### config.mk
export PLATFORM = sky130hd
export DESIGN_NAME = asa_adjust
export DESIGN_NICKNAME = d
export VERILOG_FILES = /design/src/asa_pkg.sv /design/src/asa_adjust.sv
export SDC_FILE = /design/constraint.sdc
export NUM_CORES = 1
export LEC_CHECK = 0
export ABC_AREA = 1
export BUFFER_PORTS_ARGS = -buffer_cell sky130_fd_sc_hd__clkbuf_2
export CORE_MARGIN = 2
export CORE_UTILIZATION = 24
export DETAILED_ROUTE_END_ITERATION = 7
export GPL_ROUTABILITY_DRIVEN = 0
export PLACE_DENSITY = 0.39
export SLEW_MARGIN = 30
export SYNTH_ARGS = -nofsm -noshare
export SYNTH_HDL_FRONTEND = slang
export SYNTH_SLANG_ARGS = --single-unit
### constraint.sdc
create_clock -name vclk -period 7.47
set_input_delay 1.1205 -clock vclk [all_inputs]
set_output_delay 1.1205 -clock vclk [all_outputs]
set_load 0.005 [all_outputs]
### src/asa_pkg.sv
`default_nettype none
// ----------------------------------------------------------------------------
// asa_pkg
// Shared types, constants and codes of the aligned stack allocator.
// ----------------------------------------------------------------------------
package asa_pkg;

  localparam int STACK_DEPTH  = 64;
  localparam int HEADER_BYTES = 8;

  localparam int ADDR_W   = 32;
  localparam int ADJ_W    = 8;
  localparam int ALIGN_W  = 8;
  localparam int CNT_W    = $clog2(STACK_DEPTH + 1);
  localparam int STATUS_W = 3;
  localparam int CFG_IDX_W = 1;
  localparam int SHIFT_W  = $clog2(ALIGN_W);

  localparam logic FUNC_ALLOC = 1'b0;
  localparam logic FUNC_FREE  = 1'b1;

  localparam logic [CFG_IDX_W-1:0] CFG_BASE_ADDRESS = 1'b0;
  localparam logic [CFG_IDX_W-1:0] CFG_REGION_SIZE  = 1'b1;

  typedef enum logic [STATUS_W-1:0] {
    ST_OK        = 3'd0,
    ST_NO_SPACE  = 3'd1,
    ST_ZERO_SIZE = 3'd2,
    ST_FULL      = 3'd3,
    ST_NOT_TOP   = 3'd4
  } status_e;

  // One stack entry: adjustment below the grant and the granted address.
  typedef struct packed {
    logic [ADJ_W-1:0]  adj;
    logic [ADDR_W-1:0] addr;
  } entry_t;

  // Shift control broadcast along the cell row.
  typedef struct packed {
    logic push;
    logic pop;
  } shift_t;

endpackage : asa_pkg
`default_nettype wire

### src/asa_adjust.sv
`default_nettype none
// ----------------------------------------------------------------------------
// asa_adjust
// Smallest forward adjustment that aligns a position and leaves room for
// the header below it.
// ----------------------------------------------------------------------------
module asa_adjust import asa_pkg::*; (
  input  wire [ADDR_W-1:0]  pos_i,
  input  wire [ALIGN_W-1:0] alignment_i,
  output logic [ADJ_W-1:0]  adj_o
);

  localparam int CALC_W = ALIGN_W + 2;

  logic [ALIGN_W-1:0] eff;
  logic [ALIGN_W-1:0] mask;
  logic [SHIFT_W-1:0] sh;
  logic [CALC_W-1:0]  adj0;
  logic [CALC_W-1:0]  need;
  logic [CALC_W-1:0]  steps;
  logic [CALC_W-1:0]  adj;

  always_comb begin
    // Lowest set bit of the alignment; zero means byte alignment.
    if (alignment_i == '0) begin
      eff = ALIGN_W'(1);
    end else begin
      eff = alignment_i & (~alignment_i + ALIGN_W'(1));
    end
    mask = eff - ALIGN_W'(1);
    sh   = '0;
    for (int i = 0; i < ALIGN_W; i++) begin
      if (eff[i]) begin
        sh = SHIFT_W'(i);
      end
    end
    adj0  = CALC_W'((~pos_i[ALIGN_W-1:0] + ALIGN_W'(1)) & mask);
    need  = CALC_W'(HEADER_BYTES) - adj0;
    steps = (need + CALC_W'(mask)) >> sh;
    if (adj0 < CALC_W'(HEADER_BYTES)) begin
      adj = adj0 + (steps << sh);
    end else begin
      adj = adj0;
    end
    adj_o = adj[ADJ_W-1:0];
  end

endmodule : asa_adjust
`default_nettype wire

==> results.sh <==
export IMPL_outcome="complete, no violations"
export IMPL_io_pins=48
export IMPL_drc=0
export IMPL_via_per_inst=4.59
export IMPL_seq_cell_count=0
export IMPL_cp_buffers_inverters=5
export IMPL_ir_worst_vdd_mv=0.0284
export IMPL_leakagePower_nw=1.00
export IMPL_ys_types=36
export IMPL_fin_crit_sh_pct=93.0
export IMPL_p_total_mw=0.170
export IMPL_yosysTopAreaCellShare_pct=18.3
export IMPL_cp_required_ns=6.35
export IMPL_start_util_pct=24.5
export IMPL_worstHoldPathType="in2out"
export IMPL_slew_viol_final=0
export IMPL_cp_top_family="simple AND/OR/NAND/NOR gates"
export IMPL_clock_buffers=0
export IMPL_core_area_sq_um=6760
export IMPL_power_density_nw_per_um2=93.6
export IMPL_avgRoutedWirePerCell_microns=11.8
export IMPL_drive_above_1_share_pct=16.4
export IMPL_worstSetupStartpointType="primary input"
export IMPL_grt_pass1_wl_microns=7880
export IMPL_fin_setup_tns_ns=0
export IMPL_syn_inst=297
export IMPL_grt_pass1_vias=1721
export IMPL_crit_path_end_kind="primary output"
export IMPL_area_sequential_sq_um=0
export IMPL_crit_arrival_ns=5.83
export IMPL_crit_type="in2out"
export IMPL_setup_violations=0
export IMPL_synth_area_leaders="nand2_1, nand3_1, ha_1"
export IMPL_diodes=0
export IMPL_cp_slowest_cell="fa_1"
export IMPL_dieHeight_microns=87.1
export IMPL_cts_repair_resized=0
export IMPL_numPortBuffers=23
export IMPL_grt_use_total_pct=12.7
export IMPL_max_stage_delay_ns=0.50
export IMPL_totalWireLength_microns=4700
export IMPL_synth_seq_area_share_pct=0
export IMPL_crit_path_max_fanout=5
export IMPL_postCtsSetupRepairBufs=0
export IMPL_hpwl_microns=4050
export IMPL_layout_common_cells="nand2_1, nand3_1, inv_1"
export IMPL_mostFrequentLayoutCell="nand2_1"
export IMPL_fin_nets=379
export IMPL_die_area_sq_um=7590
export IMPL_placementRows=30
export IMPL_drtIter0Drc=76
export IMPL_maxCapViolations=0
export IMPL_hold_buffers=0
export IMPL_vias=1824
export IMPL_period_needed_ns=6.95
export IMPL_antenna_found_initial=0
export IMPL_synth_cell_area_sq_um=1660
export IMPL_grt_overflow_total=0
export IMPL_areaGrowthSynthToFinish_pct=9.74
export IMPL_hold_violations=0
export IMPL_rsz0062_at_grt="no"
export IMPL_ys_warn_count=0
export IMPL_crit_top_cell="nand3_1"
export IMPL_fp_dieW_microns=87.1
export IMPL_fmax_mhz=144
export IMPL_grt_start_max_net_pins=19
export IMPL_syn_area_per_cell_sq_um=5.58
export IMPL_synth_top_area_cell="nand2_1"
export IMPL_drtAntennaViolNets=0
export IMPL_first_pass_iters=4
## final cells by class
class | instances | area [sq um]
Fill cell | 797 | 4940
Inverter | 46 | 174
Timing Repair Buffer | 25 | 130
Multi-Input combinational cell | 246 | 1420
Tap cell | 80 | 100
## power by group
group	total [mW]	internal [mW]	switching, mW
Sequential	0	0	0
Clock	0	0	0
Combinational	0.170	0.0671	0.103
Total	0.170	0.0671	0.103
## metrics by stage
| stage | instances | cell area, sq um | utilization [%] | hold WS, ns | setup slack [ns] |
|---|---|---|---|---|---|
| after detailed placement | 397 | 1810 | 26.8 | 2.72 | 0.224 |
| final | 397 | 1820 | 26.9 | 2.70 | 0.522 |
| after global placement | 397 | 1810 | 26.8 | 2.71 | 0.220 |
| after global routing | 397 | 1820 | 26.9 | 2.75 | 0.00268 |
| after floorplan | 298 | 1660 | - | 2.39 | 1.34 |
| after CTS | 397 | 1810 | 26.8 | 2.72 | 0.186 |
## cells by family after synthesis
family          after synthesis  share of synthesized area, %
compound gates               34                          11.9
xor+xnor                     10                          5.28
fa+ha+maj                    20                          16.0
buf+inv                      52                          15.4
other cells                   2                         0.453
simple gates                179                          50.9
## final timing paths
kind	from	endpoint	slack, ns	cells after the start
worst max-delay path	alignment_i[4]	adj_o[6]	0.52	27
worst min-delay path	alignment_i[0]	adj_o[0]	2.70	5
## per-layer routing
layer | GRT usage, % | part of all wire [%] | vias to the layer above
li1 | - | - | 1003
met1 | 18.5 | 52 | 797
met2 | 22.4 | 46 | 24
met3 | 0.0948 | 1.8 | 0
met4 | 0 | 0 | 0
met5 | 0 | 0 | -
## Yosys cell counts
library cell  number
nand2_1           81
nand3_1           52
inv_1             39
nor2_1            21
ha_1              18
a21oi_1           14
o21ai_0           10
xnor2_1            9
inv_2              6
clkbuf_8           4
nand3_2            4
nand4_1            4
nor2_4             4
nor2_2             3
conb_1             2
fa_1               2
nand2_2            2
nor3_1             2
nor3_2             2
o21ai_1            2
a21boi_1           1
a21oi_4            1
a31oi_1            1
and3_1             1
buf_6              1
buf_8              1
clkinv_2           1
nand2_4            1
nor4_1             1
o211ai_1           1
o21a_1             1
o21ai_2            1
o21bai_1           1
o22ai_1            1
or2_1              1
xor2_1             1
## tightest hold or removal path, stage by stage
cell and delay (ns):
clkbuf_2 0.15, nor3_1 0.10, nand2_1 0.07, nand2_1 0.04
clkbuf_2 0.10
Power figures use the tool's default switching activity.
