File: src/asa_pkg.sv
`default_nettype none
// ----------------------------------------------------------------------------
// asa_pkg
// Shared types, constants and codes of the aligned stack allocator.
// ----------------------------------------------------------------------------
package asa_pkg;

  localparam int STACK_DEPTH  = 64;
  localparam int HEADER_BYTES = 8;

  localparam int ADDR_W   = 32;
  localparam int ADJ_W    = 8;
  localparam int ALIGN_W  = 8;
  localparam int CNT_W    = $clog2(STACK_DEPTH + 1);
  localparam int STATUS_W = 3;
  localparam int CFG_IDX_W = 1;
  localparam int SHIFT_W  = $clog2(ALIGN_W);

  localparam logic FUNC_ALLOC = 1'b0;
  localparam logic FUNC_FREE  = 1'b1;

  localparam logic [CFG_IDX_W-1:0] CFG_BASE_ADDRESS = 1'b0;
  localparam logic [CFG_IDX_W-1:0] CFG_REGION_SIZE  = 1'b1;

  typedef enum logic [STATUS_W-1:0] {
    ST_OK        = 3'd0,
    ST_NO_SPACE  = 3'd1,
    ST_ZERO_SIZE = 3'd2,
    ST_FULL      = 3'd3,
    ST_NOT_TOP   = 3'd4
  } status_e;

  // One stack entry: adjustment below the grant and the granted address.
  typedef struct packed {
    logic [ADJ_W-1:0]  adj;
    logic [ADDR_W-1:0] addr;
  } entry_t;

  // Shift control broadcast along the cell row.
  typedef struct packed {
    logic push;
    logic pop;
  } shift_t;

endpackage : asa_pkg
`default_nettype wire

File: src/asa_cell.sv
`default_nettype none
// ----------------------------------------------------------------------------
// asa_cell
// One stack slot; shifts down on push and up on pop.
// ----------------------------------------------------------------------------
module asa_cell import asa_pkg::*; (
  input  wire         clk_i,
  input  wire shift_t ctl_i,
  input  wire entry_t up_i,
  input  wire entry_t down_i,
  output entry_t      entry_o
);

  entry_t entry_q;

  // Payload only: contents are meaningless until pushed.
  always_ff @(posedge clk_i) begin
    if (ctl_i.push) begin
      entry_q <= up_i;
    end else if (ctl_i.pop) begin
      entry_q <= down_i;
    end
  end

  assign entry_o = entry_q;

endmodule : asa_cell
`default_nettype wire

File: config.mk
export PLATFORM = sky130hd
export DESIGN_NAME = asa_cell
export DESIGN_NICKNAME = d
export VERILOG_FILES = /design/src/asa_pkg.sv /design/src/asa_cell.sv
export SDC_FILE = /design/constraint.sdc
export NUM_CORES = 1
export LEC_CHECK = 0
export BUFFER_PORTS_ARGS = -buffer_cell sky130_fd_sc_hd__buf_2
export CAP_MARGIN = 20
export CORE_UTILIZATION = 42
export DETAILED_ROUTE_END_ITERATION = 10
export PLACE_DENSITY = 0.8
export RECOVER_POWER = 100
export SLEW_MARGIN = 20
export SYNTH_ARGS = -nofsm -noshare
export SYNTH_HDL_FRONTEND = slang
export SYNTH_SLANG_ARGS = --single-unit
File: constraint.sdc
create_clock -name clk_i -period 2.3 [get_ports clk_i]
set_clock_uncertainty 0.05 [all_clocks]
set_input_delay 0.115 -clock clk_i [delete_from_list [all_inputs] [get_ports clk_i]]
set_output_delay 0.115 -clock clk_i [all_outputs]
set_load 0.02 [all_outputs]
==> reports/results.ini, run 1 <==
[setup_path]
critical_path_class = input port to flip-flop
cp_slowest_stage_delay_ps = 440
required_ps = 2240
cpMaxStageDelayCell = or2_2
path_cells = clkbuf_1 > or2_2 > buf_12
worstPathMaxFanout = 23
crit_path_end_kind = flip-flop
start_kind = input port
arrival_ps = 980

[outcome]
status = finished, violations left
violations = design-rule violations

[synth]
synth_edf_count = 40
syn_avg_cell_area_um2 = 22.0
synthCells = 86
ys.flop_type = edfxtp_1
yosys.area_share.simple_pct = 0.330
netlist_area_mm2 = 0.00190
synth.most_common_cell = edfxtp_1
synth-warning-count = 0
synth-compound-area-share_pct = 0
synthXorXnorAreaFrac_pct = 0
synth.area.mux_share_pct = 31.5
yosysTopAreaCell = edfxtp_1
synthArstFlopShare_pct = 0
synth_top_family_by_area = multiplexers
synth_fa_ha_area_share_pct = 0
synth_top_area_share_pct = 63.4
ys_types = 6
synth_area_leaders = edfxtp_1 (63%), mux2_4 (31%), buf_12 (4.2%)
synthesis.nets = 169
synthTopCellsByCount = edfxtp_1 (40), mux2_4 (39), buf_12 (4)
ys_seq_elements = 40
ys_seq_area_share_pct = 63.4

[layout]
fin_util_pct = 55.2
area_growth_pct = 26.8
largest_register_ffs = 40
fin_nets = 295
drive_gt1_share_pct = 43.4
diodes = 0
fillerInstances = 411

[cts]
clkTransAtPathRegs_ps = 70
postCtsSetupRepairBufs = 0
tritoncts = built
cts_hold_buf = 0
cts_max_level = 2
cts.path.max_buffers = 2
postCtsResizedCells = 0
cts_buffers = 5
clkSinkCount = 40
cts-root-buf = clkbuf_8

[sta]
fin_crit_ps = 1040
max_slew_margin_pct = 70.2
rsz0062_at_grt = no
timing.fmax_ghz = 0.964
setup_viol = 0
fin_tns_setup_ps = 0
hold_viol = 0
min_period_over_period_pct = 45.1
tightest_slew_ps = 447
drv_slew = 0

[worst_hold_path]
hold_path_class = input port to flip-flop
min_path_cells = 2

[die]
die_h_um = 69.2
ios = 123
fp-row-count = 24
fp.coreArea_mm2 = 0.00435
dieArea_mm2 = 0.00479
die_w_um = 69.2
start_util_pct = 43.5

[drt]
via_per_inst = 4.58
wl_met2_um = 1920
wirelength_um = 3570
drtAntennaViolNets = 0
wl_met1_um = 1410
drt_iter0_drc = 41
post_drt_wl_per_cell_um = 13.5
wl_met3_um = 226
highest_layer = met4
drcViolationCount = 1
vias = 1209
first_pass_iters = 9

[job]
cap_violations = 0

[pwr]
ir_drop_uv = 394
power.density_mw_per_mm2 = 683
p_leak_nw = 1.00

[grt]
grt_max_degree = 41
grt_pass1_vias = 1233
grt_pass1_wl_um = 5400
antenna_found_initial = 0
grt_overflow = 0
grt_util_all_layers_pct = 14.8

[placement]
gp_congestion = 0.674
port_buffers = 122

-- layer usage --
metal / track usage (%) / vias up
li1: - / 585
met1: 14.2 / 569
met2: 27.2 / 53
met3: 6.25 / 2
met4: 6.12 / 0
met5: 0 / -
-- per-stage QoR --
step                setup slack [ps]  total power [W]  cell area (µm²)  cells  hold WS [ps]
floorplan                        537          0.00117             1900     86           282
global placement                1020          0.00131             2520    257           366
detailed placement              1000          0.00132             2520    257           368
CTS                             1290          0.00174             2600    264          65.5
global route                    1190          0.00172             2400    264          44.7
finish                          1260          0.00164             2400    264          66.2
-- cells in the final DEF, fill, tap and decap left out, drive strengths merged --
cell type  instances
edfxtp            40
or2                1
clkbuf            47
buf               83
clkinv             1
mux2              40
-- kinds of logic (layout without fill, tap and decap cells) --
kind of cell           Yosys count  count (layout)
buffers and inverters            5             131
muxes                           40              40
DFF                             40              40
and+or+nand+nor                  1               1
-- worst max-delay path: cells and delay by family --
kind / cells / cell delay, ps
buffers and inverters: 2 / 410
AND/OR/NAND/NOR: 1 / 440
-- cell type report --
class	count	area (µm²)	share of cell area (%)
repair buffers	124	599	24.9
multi-input cells	41	460	19.2
clock inverters	1	5.00	0.208
well taps	52	65.1	2.71
clock buffers	6	72.6	3.02
flip-flops and latches	40	1200	50.0
-- worst paths after layout --
kind | start | end | slack (ps)
worst min-delay path | down_i[14] | entry_o[14] | 70
worst max-delay path | ctl_i[1] | entry_o[23] | 1260
-- power by group --
group / internal [W] / total (W) / leakage, nW / switching (W)
registers: 0.000895 / 0.000914 / 0.408 / 0.0000191
clock network: 0.000206 / 0.000417 / 0.0410 / 0.000212
logic: 0.000121 / 0.000311 / 0.554 / 0.000189
total: 0.00122 / 0.00164 / 1.00 / 0.000420
Note: power is estimated with default switching activity, not from simulation.
==> run 2, diff against run 1 <==
--- a/config.mk
+++ b/config.mk
@@ -7,9 +7,9 @@
 export LEC_CHECK = 0
 export BUFFER_PORTS_ARGS = -buffer_cell sky130_fd_sc_hd__buf_2
 export CAP_MARGIN = 20
-export CORE_UTILIZATION = 42
+export CORE_UTILIZATION = 38
 export DETAILED_ROUTE_END_ITERATION = 10
-export PLACE_DENSITY = 0.8
+export PLACE_DENSITY = 0.76
 export RECOVER_POWER = 100
 export SLEW_MARGIN = 20
 export SYNTH_ARGS = -nofsm -noshare
==> constraint.sdc (replaced) <==
create_clock -name clk_i -period 0.9 [get_ports clk_i]
set_clock_uncertainty 0.05 [all_clocks]
set_input_delay 0.045 -clock clk_i [delete_from_list [all_inputs] [get_ports clk_i]]
set_output_delay 0.045 -clock clk_i [all_outputs]
set_load 0.02 [all_outputs]
==> reports/results.ini, run 2 (synthesis results as in run 1) <==
[outcome]
status = finished, violations left
violations = negative hold slack, negative setup slack

[placement]
dp_cells = 273  ; +6.2%
detailedPlace.worstSlack_ps = -233  ; -1240 ps
gp_congestion = 0.700  ; +3.9%
port_buffers = 122  ; unchanged
dpl_cell_area_mm2 = 0.00254  ; +0.65%

[pwr]
pwr-share-clk_pct = 24.2  ; -1.2 points
power.density_mw_per_mm2 = 1680  ; +150%
switchingPower_w = 0.00111  ; +160%
combPwrFrac_pct = 22.9  ; +4.0 points
seqPwrFrac_pct = 53.0  ; -2.7 points
p_leak_nw = 1.20  ; +20%
ir_drop_uv = 848  ; +120%
internal_power_w = 0.00334  ; +170%
power_switching_share_pct = 25.0  ; -0.61 points

[worst_hold_path]
hold_path_class = input port to flip-flop
hold_path_startpoint = down_i[4]

[sta]
max_slew_margin_pct = 64.1  ; -6.1 points
drv_slew = 0  ; unchanged
hold_viol = 3  ; +3
min_period_over_period_pct = 102
tightest_slew_ps = 539  ; +92.0 ps
setup_slack_ps = -22.2  ; -1290 ps
timing.fmax_ghz = 1.08
fin_crit_ps = 922
whs_ps = -6.22  ; -72.5 ps
rsz0062_at_grt = yes
setup_viol = 12  ; +12

[job]
cap_violations = 0  ; unchanged

[layout]
seqCellArea_mm2 = 0.00120  ; unchanged
fin_nets = 296  ; +0.34%
drive_gt1_share_pct = 67.6  ; +24 points
layout_common_cells = buf_2 (98), edfxtp_1 (40), mux2_1 (28), buf_6 (25), mux2_4 (11)
multi_input_area_um2 = 500  ; +8.7%
largest_register_ffs = 40  ; unchanged
layout.cells.most_common = buf_2
area_growth_pct = 39.5
diodes = 0  ; unchanged
fillerInstances = 446  ; +8.5%
fin_area_mm2 = 0.00265  ; +10%
stdcell_count = 280  ; +6.1%

[grt]
grt_max_degree = 41  ; unchanged
grt_overflow = 0  ; unchanged
grt_pass1_vias = 1096  ; -11%
grt_pass1_wl_um = 5290  ; -2.0%
antenna_found_initial = 0  ; unchanged
grt_util_all_layers_pct = 13.7  ; -1.0 points

[drt]
vias = 1198  ; -0.91%
first_pass_iters = 4  ; -5
post_drt_wl_per_cell_um = 13.5  ; about the same
drtAntennaViolNets = 0  ; unchanged
via_per_inst = 4.28  ; -6.6%
drcViolationCount = 0  ; -1
drt_iter0_drc = 96  ; +130%
wirelength_um = 3790  ; +6.1%

[setup_path]
cp_top_family = flip-flops
cp_num_buf_inv = 1  ; -1
start_kind = flip-flop
path_cells = buf_6
required_ps = 810  ; -1430 ps
cpMaxStageDelayCell = edfxtp_1
cp_slowest_stage_delay_ps = 400  ; -40 ps
crit_path_end_kind = output port
worstPathMaxFanout = 1  ; -96%
critical_path_class = flip-flop to output port
cp-startpoint = entry_o[0]
arrival_ps = 830  ; -150 ps

[die]
dieArea_mm2 = 0.00528  ; +10%
fp.coreArea_mm2 = 0.00475  ; +9.2%
start_util_pct = 39.9  ; -3.7 points
die_w_um = 72.6  ; +5.0%
die_h_um = 72.6  ; +5.0%
ios = 123  ; unchanged
fp-row-count = 25  ; +4.2%

[cts]
tritoncts = built
cts-root-buf = clkbuf_8
postCtsSetupRepairBufs = 0  ; unchanged
cts.path.max_buffers = 2  ; unchanged
cts_max_level = 2  ; unchanged
clkTransAtPathRegs_ps = 80  ; about the same
clkSinkCount = 40  ; unchanged
cts_buffers = 5  ; unchanged
cts_hold_buf = 0  ; unchanged

run 2: cell count changes in the layout (fill, tap and decap cells not counted), sizes merged:
cell    before  now
buf         83  123
clkbuf      47    8
run 2: layout make-up:
type                    instances  area share (%)
multi-input cells              41            18.9
well taps                      67            3.17
clock buffers                   6            2.74
clock inverters                 1           0.189
repair buffers                125            29.6
flip-flops and latches         40            45.4
run 2: final timing paths:
check             cells past startpoint          to  slack [ps]
hold / removal                        2  entry_o[4]          -6
setup / recovery                      1  entry_o[0]         -20
run 2: through the flow:
stage                     setup TNS, ps  util [%]  total power [W]  hold slack, ps
after floorplan                   -6730         -          0.00300             212
after global placement           -13010      53.3          0.00335             297
after detailed placement         -15460      53.3          0.00337             298
after CTS                          -260      56.2          0.00450            4.17
after global routing              -1390      55.6          0.00465           -8.61
final                             -93.0      55.6          0.00445           -6.22
run 2: repair_timing:
action / 4_1_cts / 5_1_grt
hold endpoints to repair: 0 / 3
resized for setup: 18 / 30
pin swaps: 0 / 0
gates cloned: 0 / 0
endpoints found under the setup margin: 22 / 40
run 2: power by group through the flow:
stage | clock network (W) | registers [W] | logic [W]
final | 0.00108 | 0.00236 | 0.00102
after global routing | 0.00119 | 0.00238 | 0.00108
after CTS | 0.00110 | 0.00234 | 0.00105
after detailed placement | 0 | 0.00237 | 0.00100
after global placement | 0 | 0.00237 | 0.000986
after floorplan | 0 | 0.00265 | 0.000345
run 2: routing by layer:
metal / vias to the layer above / global-route usage, % / part of all wire [%]
met1: 539 / 14.0 / 37
li1: 587 / - / -
met2: 66 / 25.6 / 54
met5: - / 0 / 0
met4: 0 / 5.45 / 2.0
met3: 6 / 4.56 / 7.6
